==> config.mk <==
export PLATFORM = sky130hd
export DESIGN_NAME = keypad_code_lock_top_flat
export DESIGN_NICKNAME = d
export VERILOG_FILES = /design/src/hdl/kcl_pkg.sv /design/src/hdl/kcl_if.sv /design/src/hdl/kcl_in_stage.sv /design/src/hdl/kcl_engine.sv /design/src/hdl/keypad_code_lock_top.sv /design/src/flat_wrapper.sv
export SDC_FILE = /design/constraint.sdc
export NUM_CORES = 1
export LEC_CHECK = 0
export BUFFER_PORTS_ARGS = -buffer_cell sky130_fd_sc_hd__buf_2
export CAP_MARGIN = 20
export CORE_UTILIZATION = 58
export DETAILED_ROUTE_END_ITERATION = 10
export PLACE_DENSITY = 0.77
export SLEW_MARGIN = 15
export SYNTH_ARGS = -nofsm -noshare
export SYNTH_HDL_FRONTEND = slang
export SYNTH_HIERARCHICAL = 1
export SYNTH_SLANG_ARGS = --single-unit
export TNS_END_PERCENT = 10
==> constraint.sdc <==
create_clock -name clk -period 4.55 [get_ports clk]
set_input_delay 0 -clock clk [delete_from_list [all_inputs] [get_ports clk]]
set_output_delay 0 -clock clk [all_outputs]
set_load 0.02 [all_outputs]
==> src/hdl/kcl_pkg.sv <==
// ----------------------------------------------------------------------------
// kcl_pkg: shared types and constants for the keypad code lock
// Key codes, event codes and the registered item record.
// ----------------------------------------------------------------------------
package kcl_pkg;

  localparam int CODE_LENGTH_DEF = 4;

  localparam logic [7:0]  KEY_NONE    = 8'h00;
  localparam logic [7:0]  KEY_ERASE   = 8'h2A;  // '*'
  localparam logic [7:0]  KEY_ENTER   = 8'h23;  // '#'
  localparam logic [7:0]  CONFIRM_YES = 8'h31;  // '1'
  localparam logic [31:0] CODE_RESET  = 32'h3132_3334;  // "1234"

  typedef enum logic {
    OP_KEY     = 1'b0,
    OP_CONFIRM = 1'b1
  } op_t;

  typedef enum logic [2:0] {
    EV_APPENDED   = 3'd0,
    EV_FULL       = 3'd1,
    EV_ERASED     = 3'd2,
    EV_CODE_RIGHT = 3'd3,
    EV_CODE_WRONG = 3'd4,
    EV_UNLOCKED   = 3'd5,
    EV_REJECTED   = 3'd6,
    EV_IGNORED    = 3'd7
  } event_t;

  typedef struct packed {
    logic       valid;
    logic       operation;
    logic [7:0] key_code;
  } item_t;

endpackage

==> src/hdl/kcl_if.sv <==
// ----------------------------------------------------------------------------
// kcl_if: handshake channels of the keypad code lock
// Input items, result items and the code register write channel.
// ----------------------------------------------------------------------------
interface kcl_item_if;
  logic       valid;
  logic       ready;
  logic       operation;
  logic [7:0] key_code;

  modport source (output valid, output operation, output key_code, input ready);
  modport sink   (input valid, input operation, input key_code, output ready);
endinterface

interface kcl_result_if;
  logic       valid;
  logic       ready;
  logic [2:0] event_res;
  logic [2:0] entry_length;
  logic [7:0] echo_char;

  modport source (output valid, output event_res, output entry_length,
                  output echo_char, input ready);
  modport sink   (input valid, input event_res, input entry_length,
                  input echo_char, output ready);
endinterface

interface kcl_cfg_if;
  logic        valid;
  logic        ready;
  logic [31:0] code_word;

  modport source (output valid, output code_word, input ready);
  modport sink   (input valid, input code_word, output ready);
endinterface

==> src/hdl/kcl_in_stage.sv <==
// ----------------------------------------------------------------------------
// kcl_in_stage: input register
// Holds one accepted item until the engine takes it.
// ----------------------------------------------------------------------------
module kcl_in_stage (
  input  logic                 clk,
  input  logic                 rst,
  kcl_item_if.sink             item,
  input  logic                 advance,
  output kcl_pkg::item_t       held
);
  import kcl_pkg::*;

  logic       in_valid;
  logic       operation;
  logic [7:0] key_code;
  logic       take;

  assign item.ready = !in_valid || advance;
  assign take       = item.valid && item.ready;

  always_ff @(posedge clk) begin
    if (rst) begin
      in_valid <= 1'b0;
    end else if (take) begin
      in_valid <= 1'b1;
    end else if (advance) begin
      in_valid <= 1'b0;
    end
  end

  always_ff @(posedge clk) begin
    if (take) begin
      operation <= item.operation;
      key_code  <= item.key_code;
    end
  end

  assign held = '{valid: in_valid, operation: operation, key_code: key_code};

endmodule

==> src/hdl/kcl_engine.sv <==
// ----------------------------------------------------------------------------
// kcl_engine: entry state, code compare and result register
// Handles one held item per cycle while result is not stalled, and registers its result.
// ----------------------------------------------------------------------------
module kcl_engine #(
  parameter int CODE_LENGTH = kcl_pkg::CODE_LENGTH_DEF
) (
  input  logic                 clk,
  input  logic                 rst,
  input  kcl_pkg::item_t       held,
  input  logic [31:0]          code_word,
  output logic                 advance,
  kcl_result_if.source         result
);
  import kcl_pkg::*;

  localparam int CNT_W = $clog2(CODE_LENGTH + 1);
  localparam int IDX_W = (CODE_LENGTH > 1) ? $clog2(CODE_LENGTH) : 1;
  localparam int CMP_N = (CODE_LENGTH < 4) ? CODE_LENGTH : 4;
  localparam int EXT_W = (CNT_W > 3) ? CNT_W : 3;

  logic [7:0]       entered_chars [CODE_LENGTH];
  logic [CNT_W-1:0] entry_count;
  logic [CNT_W-1:0] entry_count_next;
  logic             awaiting_confirm;
  logic             awaiting_confirm_next;

  logic             res_valid;
  event_t           event_res;
  event_t           event_next;
  logic [2:0]       entry_length;
  logic [7:0]       echo_char;
  logic [7:0]       echo_next;
  logic             wr_en;
  logic [EXT_W-1:0] count_ext;

  logic [CNT_W-1:0] code_len;
  logic             match;

  assign advance = held.valid && (!res_valid || result.ready);

  // Code ends at the first zero byte; only positions inside it must match.
  always_comb begin
    logic prefix;
    prefix   = 1'b1;
    code_len = '0;
    match    = 1'b1;
    for (int i = 0; i < CMP_N; i++) begin
      prefix   = prefix && (code_word[8*(3-i) +: 8] != 8'h00);
      code_len = code_len + CNT_W'(prefix);
      if (prefix && (entered_chars[i] != code_word[8*(3-i) +: 8])) begin
        match = 1'b0;
      end
    end
    if (entry_count != code_len) begin
      match = 1'b0;
    end
  end

  always_comb begin
    event_next            = EV_IGNORED;
    echo_next             = 8'h00;
    entry_count_next      = entry_count;
    awaiting_confirm_next = awaiting_confirm;
    wr_en                 = 1'b0;
    if (awaiting_confirm) begin
      if (held.operation == OP_CONFIRM) begin
        event_next            = (held.key_code == CONFIRM_YES) ? EV_UNLOCKED : EV_REJECTED;
        awaiting_confirm_next = 1'b0;
      end
    end else if (held.operation == OP_KEY && held.key_code != KEY_NONE) begin
      case (held.key_code)
        KEY_ENTER: begin
          event_next            = match ? EV_CODE_RIGHT : EV_CODE_WRONG;
          awaiting_confirm_next = match;
          entry_count_next      = '0;
        end
        KEY_ERASE: begin
          event_next = EV_ERASED;
          if (entry_count != '0) begin
            entry_count_next = entry_count - CNT_W'(1);
          end
        end
        default: begin
          if (entry_count < CNT_W'(CODE_LENGTH)) begin
            event_next       = EV_APPENDED;
            echo_next        = held.key_code;
            entry_count_next = entry_count + CNT_W'(1);
            wr_en            = 1'b1;
          end else begin
            event_next = EV_FULL;
          end
        end
      endcase
    end
  end

  assign count_ext = EXT_W'(entry_count_next);

  always_ff @(posedge clk) begin
    if (rst) begin
      entry_count      <= '0;
      awaiting_confirm <= 1'b0;
      res_valid        <= 1'b0;
    end else begin
      if (advance) begin
        entry_count      <= entry_count_next;
        awaiting_confirm <= awaiting_confirm_next;
        res_valid        <= 1'b1;
      end else if (result.ready) begin
        res_valid <= 1'b0;
      end
    end
  end

  always_ff @(posedge clk) begin
    if (advance) begin
      event_res    <= event_next;
      entry_length <= count_ext[2:0];
      echo_char    <= echo_next;
    end
    if (advance && wr_en) begin
      entered_chars[entry_count[IDX_W-1:0]] <= held.key_code;
    end
  end

  assign result.valid        = res_valid;
  assign result.event_res    = event_res;
  assign result.entry_length = entry_length;
  assign result.echo_char    = echo_char;

endmodule

==> src/hdl/keypad_code_lock_top.sv <==
// ----------------------------------------------------------------------------
// keypad_code_lock_top: keypad code lock controller
// Input register, entry/compare engine and the code register.
// ----------------------------------------------------------------------------
// Usage:
//   item   : valid/ready channel of keypad keys (operation 0) and link
//            confirmation bytes (operation 1), key_code in ASCII.
//   result : one transfer per item: event_res, entry_length, echo_char.
//   cfg    : write channel for the 32-bit code word, always ready; write it
//            only while no item is in flight.
//   An item passes through the input register, which loads at the item
//   transfer, and then the result register, which loads when the engine
//   takes the item. Throughput is one item per cycle while result is not
//   stalled; the entry state updates in the same cycle the engine takes an
//   item.
//   Reset (rst, synchronous) empties the entry, returns to the entry stage
//   and loads the code "1234". When result is stalled, the result register
//   and then the input register hold; item.ready drops only when both are
//   full, and no result is lost or repeated.
// ----------------------------------------------------------------------------
module keypad_code_lock_top #(
  parameter int CODE_LENGTH = kcl_pkg::CODE_LENGTH_DEF
) (
  input  logic         clk,
  input  logic         rst,
  kcl_item_if.sink     item,
  kcl_result_if.source result,
  kcl_cfg_if.sink      cfg
);
  import kcl_pkg::*;

  logic [31:0] code_word;
  logic        advance;
  item_t       held;

  assign cfg.ready = 1'b1;

  always_ff @(posedge clk) begin
    if (rst) begin
      code_word <= CODE_RESET;
    end else if (cfg.valid && cfg.ready) begin
      code_word <= cfg.code_word;
    end
  end

  kcl_in_stage u_in_stage (
    .clk     (clk),
    .rst     (rst),
    .item    (item),
    .advance (advance),
    .held    (held)
  );

  kcl_engine #(
    .CODE_LENGTH (CODE_LENGTH)
  ) u_engine (
    .clk       (clk),
    .rst       (rst),
    .held      (held),
    .code_word (code_word),
    .advance   (advance),
    .result    (result)
  );

endmodule
==> src/flat_wrapper.sv <==
// flat-port wrapper written by rule: the top's interface ports become plain ports
module keypad_code_lock_top_flat import kcl_pkg::*;
#(
  parameter int CODE_LENGTH = kcl_pkg::CODE_LENGTH_DEF
)
  (clk, rst, item_valid, item_operation, item_key_code, item_ready, result_valid, result_event_res, result_entry_length, result_echo_char, result_ready, cfg_valid, cfg_code_word, cfg_ready);
  kcl_item_if item_i ();
  kcl_result_if result_i ();
  kcl_cfg_if cfg_i ();
  input  logic clk;
  input  logic rst;
  input wire logic [$bits(item_i.valid)-1:0] item_valid;
  input wire logic [$bits(item_i.operation)-1:0] item_operation;
  input wire logic [$bits(item_i.key_code)-1:0] item_key_code;
  output wire logic [$bits(item_i.ready)-1:0] item_ready;
  output wire logic [$bits(result_i.valid)-1:0] result_valid;
  output wire logic [$bits(result_i.event_res)-1:0] result_event_res;
  output wire logic [$bits(result_i.entry_length)-1:0] result_entry_length;
  output wire logic [$bits(result_i.echo_char)-1:0] result_echo_char;
  input wire logic [$bits(result_i.ready)-1:0] result_ready;
  input wire logic [$bits(cfg_i.valid)-1:0] cfg_valid;
  input wire logic [$bits(cfg_i.code_word)-1:0] cfg_code_word;
  output wire logic [$bits(cfg_i.ready)-1:0] cfg_ready;
  assign item_i.valid = item_valid;
  assign item_i.operation = item_operation;
  assign item_i.key_code = item_key_code;
  assign item_ready = item_i.ready;
  assign result_valid = result_i.valid;
  assign result_event_res = result_i.event_res;
  assign result_entry_length = result_i.entry_length;
  assign result_echo_char = result_i.echo_char;
  assign result_i.ready = result_ready;
  assign cfg_i.valid = cfg_valid;
  assign cfg_i.code_word = cfg_code_word;
  assign cfg_ready = cfg_i.ready;
  keypad_code_lock_top #(.CODE_LENGTH(CODE_LENGTH)) u_core (.clk(clk), .rst(rst), .item(item_i), .result(result_i), .cfg(cfg_i));
endmodule
==> results.py <==
metrics = {
    "finish": {
        "fillCellCount": 463,
        "antennaDiodeCount": 0,
        "drive_gt1_share_pct": 21.8,
        "nNetsFinal": 475,
        "synthToLayoutAreaGrowth_pct": 24.4,
    },
    "place": {
        "globalplace.congestion": 0.879,
        "port_buffers": 61,
        "hpwl_mm": 5.38,
    },
    "synthesis": {
        "synth_fp_nets": 371,
        "synth_common_cells": "55 x edfxtp_1, 38 x dfxtp_1, 32 x xor2_1, 26 x nor2_1, 20 x mux2i_1",
        "synth_top_cell_area_share_pct": 40.5,
        "synth_top_cell_by_area": "edfxtp_1",
        "yosys.cell_count.top_type": "edfxtp_1",
        "synth_edf_count": 55,
        "synthTopCellsByArea": "edfxtp_1 41%, dfxtp_1 19%, xor2_1 6.9%",
        "syn_inst": 317,
        "ys.flop_type": "edfxtp_1",
        "ys.warnings.count": 6,
        "seq_area_frac_synth_pct": 59.2,
        "yosys.cell_types.count": 52,
        "avgSynthCellArea_um2": 12.9,
        "ys_ff_latch": 93,
        "synth_area_um2": 4080,
        "ys_async_sr_fraction_pct": 0,
    },
    "critical_path": {
        "cp_data_required_time_ps": 4740,
        "path_class": "register to register",
        "timing.rr.start": "u_core/code_word[20]$_SDFFE_PP1P_",
        "cp-start-kind": "register",
        "cp-startpoint": "u_core/code_word[20]$_SDFFE_PP1P_",
        "endpoint_kind": "register",
        "r2r_slack_ps": 1750,
        "path_max_fanout": 4,
        "arrival_ps": 2990,
    },
    "floorplan": {
        "die_area_um2": 7370,
        "start_util_pct": 60.0,
        "rows": 30,
        "core-area_um2": 6790,
        "die_w_um": 85.8,
        "ios": 63,
        "die-height_um": 85.8,
    },
    "pwr": {
        "p_sw_share_pct": 22.5,
        "pwr-share-seq_pct": 54.3,
        "combPwrFrac_pct": 9.9,
        "p_leak_nw": 2.06,
        "ir_drop_mv": 0.224,
        "cellPowerDensity_nw_per_um2": 352,
        "p_int_mw": 1.38,
        "clkPwrFrac_pct": 35.8,
        "finalPower_mw": 1.79,
        "p_sw_uw": 402,
    },
    "sta": {
        "relSlewSlack_pct": 37.6,
        "fmax_ghz": 0.357,
        "skew_ps": 9.41,
        "drv_slew": 0,
        "post-route-period-util_pct": 61.5,
        "finalHoldViolations": 0,
        "min_period_ps": 2800,
        "tightest_slew_ps": 936,
        "rsz0062_at_grt": "no",
        "fin_setup_tns_ps": 0,
        "setup_viol": 0,
    },
    "min_path": {
        "worstHoldPathType": "input port to register",
        "hp-start": "rst",
    },
    "clocking": {
        "clockBufferDepth": 2,
        "postCtsSetupRepairBufs": 0,
        "cts_resized": 0,
        "cts_tree": "done",
        "clkSinkCount": 93,
        "cts.reportedPaths.clkPinSlew_ps": 90,
        "cts-root-buf": "clkbuf_8",
        "numCtsBuffers": 9,
        "htreeDepth": 3,
        "clock_latency_ps": 350,
    },
    "global_routing": {
        "grt_pass1_vias": 2919,
        "grt_pass1_wl_mm": 14.0,
        "grt_max_degree": 46,
        "gr-total-overflow": 0,
        "track_usage_pct": 25.9,
        "antenna_found_initial": 0,
    },
    "job": {
        "maxCapViolations": 0,
    },
    "detailed_routing": {
        "routed_via_density": 5.39,
        "drtIter0Drc": 108,
        "firstDrtPassIters": 4,
        "via_count": 2813,
        "drc_errors": 0,
        "avgRoutedWirePerCell_um": 17.0,
        "ant_nets": 0,
        "drt-total-wl_mm": 8.86,
    },
    "outcome": {
        "status": "completed",
    },
}
-- worst paths after layout --
kind                                                   end  cells after the start
max reg2reg  u_core/u_engine/result.event_res[0]$_DFFE_PP_                     12
min                      u_core/code_word[16]$_SDFFE_PP0P_                      2
max          u_core/u_engine/result.event_res[0]$_DFFE_PP_                     12
min reg2reg      u_core/u_engine/result.valid$_SDFFE_PP0P_                      2
-- area by class of cell --
| cell class | instances | area (µm²) | area share (%) |
|---|---|---|---|
| Clock buffer | 9 | 124 | 2.44 |
| Tap cell | 96 | 120 | 2.37 |
| Clock inverter | 7 | 114 | 2.25 |
| Sequential cell | 93 | 2410 | 47.6 |
| Inverter | 8 | 30.0 | 0.592 |
| Timing Repair Buffer | 105 | 743 | 14.7 |
| Multi-Input combinational cell | 204 | 1530 | 30.1 |
-- power groups by stage --
| stage | combinational [mW] | sequential (mW) | clock (mW) |
|---|---|---|---|
| after detailed placement | 0.145 | 0.988 | 0 |
| final | 0.177 | 0.970 | 0.640 |
| after floorplan | 0.0952 | 0.984 | 0 |
| after global placement | 0.142 | 0.986 | 0 |
| after CTS | 0.175 | 0.969 | 0.651 |
| after global routing | 0.193 | 0.974 | 0.682 |
-- cells in the final DEF, fill, tap and decap left out, types with 3 or more instances in the layout --
cell,Yosys,routed
a211o_1,13,13
a21oi_1,10,10
and2b_1,9,9
and3_1,11,11
buf_2,0,61
bufinv_16,0,3
clkbuf_8,0,9
dfxtp_1,38,38
dlygate4sd3_1,0,43
edfxtp_1,55,55
ha_1,8,8
inv_1,8,8
mux2i_1,20,20
nand2_1,9,9
nor2_1,26,26
nor2b_1,6,6
nor3_1,3,3
nor4_1,12,12
o21ai_1,3,3
or4_1,3,3
xnor2_1,4,4
xor2_1,32,32
-- flip-flops by register name, summed over array words and instances, names as in the netlist --
name and cells:
u_core/code_word 32, u_core/u_engine/result.echo_char 8, u_core/u_in_stage/key_code 8, u_core/u_engine/result.valid 1, u_core/u_engine/entered_chars 32, u_core/u_in_stage/operation 1, u_core/u_in_stage/in_valid 1, u_core/u_engine/result.entry_length 3
u_core/u_engine/result.event_res 3, u_core/u_engine/awaiting_confirm 1, u_core/u_engine/entry_count 3
-- kinds of logic after synthesis --
group                    after synthesis  synth area share (%)
AO/OA/AOI/OAI                         41                  7.76
XOR/XNOR                              36                  7.73
adder cells (fa/ha/maj)                8                  2.45
buffers and inverters                 20                  3.38
flip-flops                            93                  59.2
multiplexers                          20                  4.91
other                                  1                0.0920
AND/OR/NAND/NOR                       98                  14.5
-- worst max-delay path, cell delays in order, from the launching register on --
cell and delay (ps):
dfxtp_1 340, or4_1 610, nor2_2 170, a211oi_2 70, nand2_1 100, o31ai_1 80
ha_1 190, ha_1 290, xnor2_1 150, nand3_1 120, nor2_1 120, nand4b_1 170
a21oi_1 230
-- what timing repair did --
| action | in CTS | in global routing |
|---|---|---|
| hold buffers | 43 | 0 |
| endpoints found under the setup margin | 0 | 0 |
| endpoints found under the hold margin | 43 | 0 |
-- metal layers --
layer	wire (µm)	GRT usage (%)	vias to the layer above
li1	-	-	1353
met1	3940	32.2	1322
met2	4110	42.7	115
met3	531	7.12	23
met4	282	11.4	0
met5	0	0	-
-- per-stage QoR --
| stage | hold slack (ps) | area (µm²) | std cells | setup slack, ps | util [%] |
|---|---|---|---|---|---|
| after floorplan | 62.4 | 4080 | 317 | 2120 | - |
| after global placement | 178 | 4400 | 463 | 1960 | 64.8 |
| after detailed placement | 178 | 4400 | 463 | 1810 | 64.8 |
| after CTS | 226 | 5070 | 522 | 1770 | 74.6 |
| after global routing | 241 | 5070 | 522 | 1560 | 74.6 |
| final | 226 | 5070 | 522 | 1750 | 74.6 |
No activity file was read; power rests on OpenSTA's default activity.
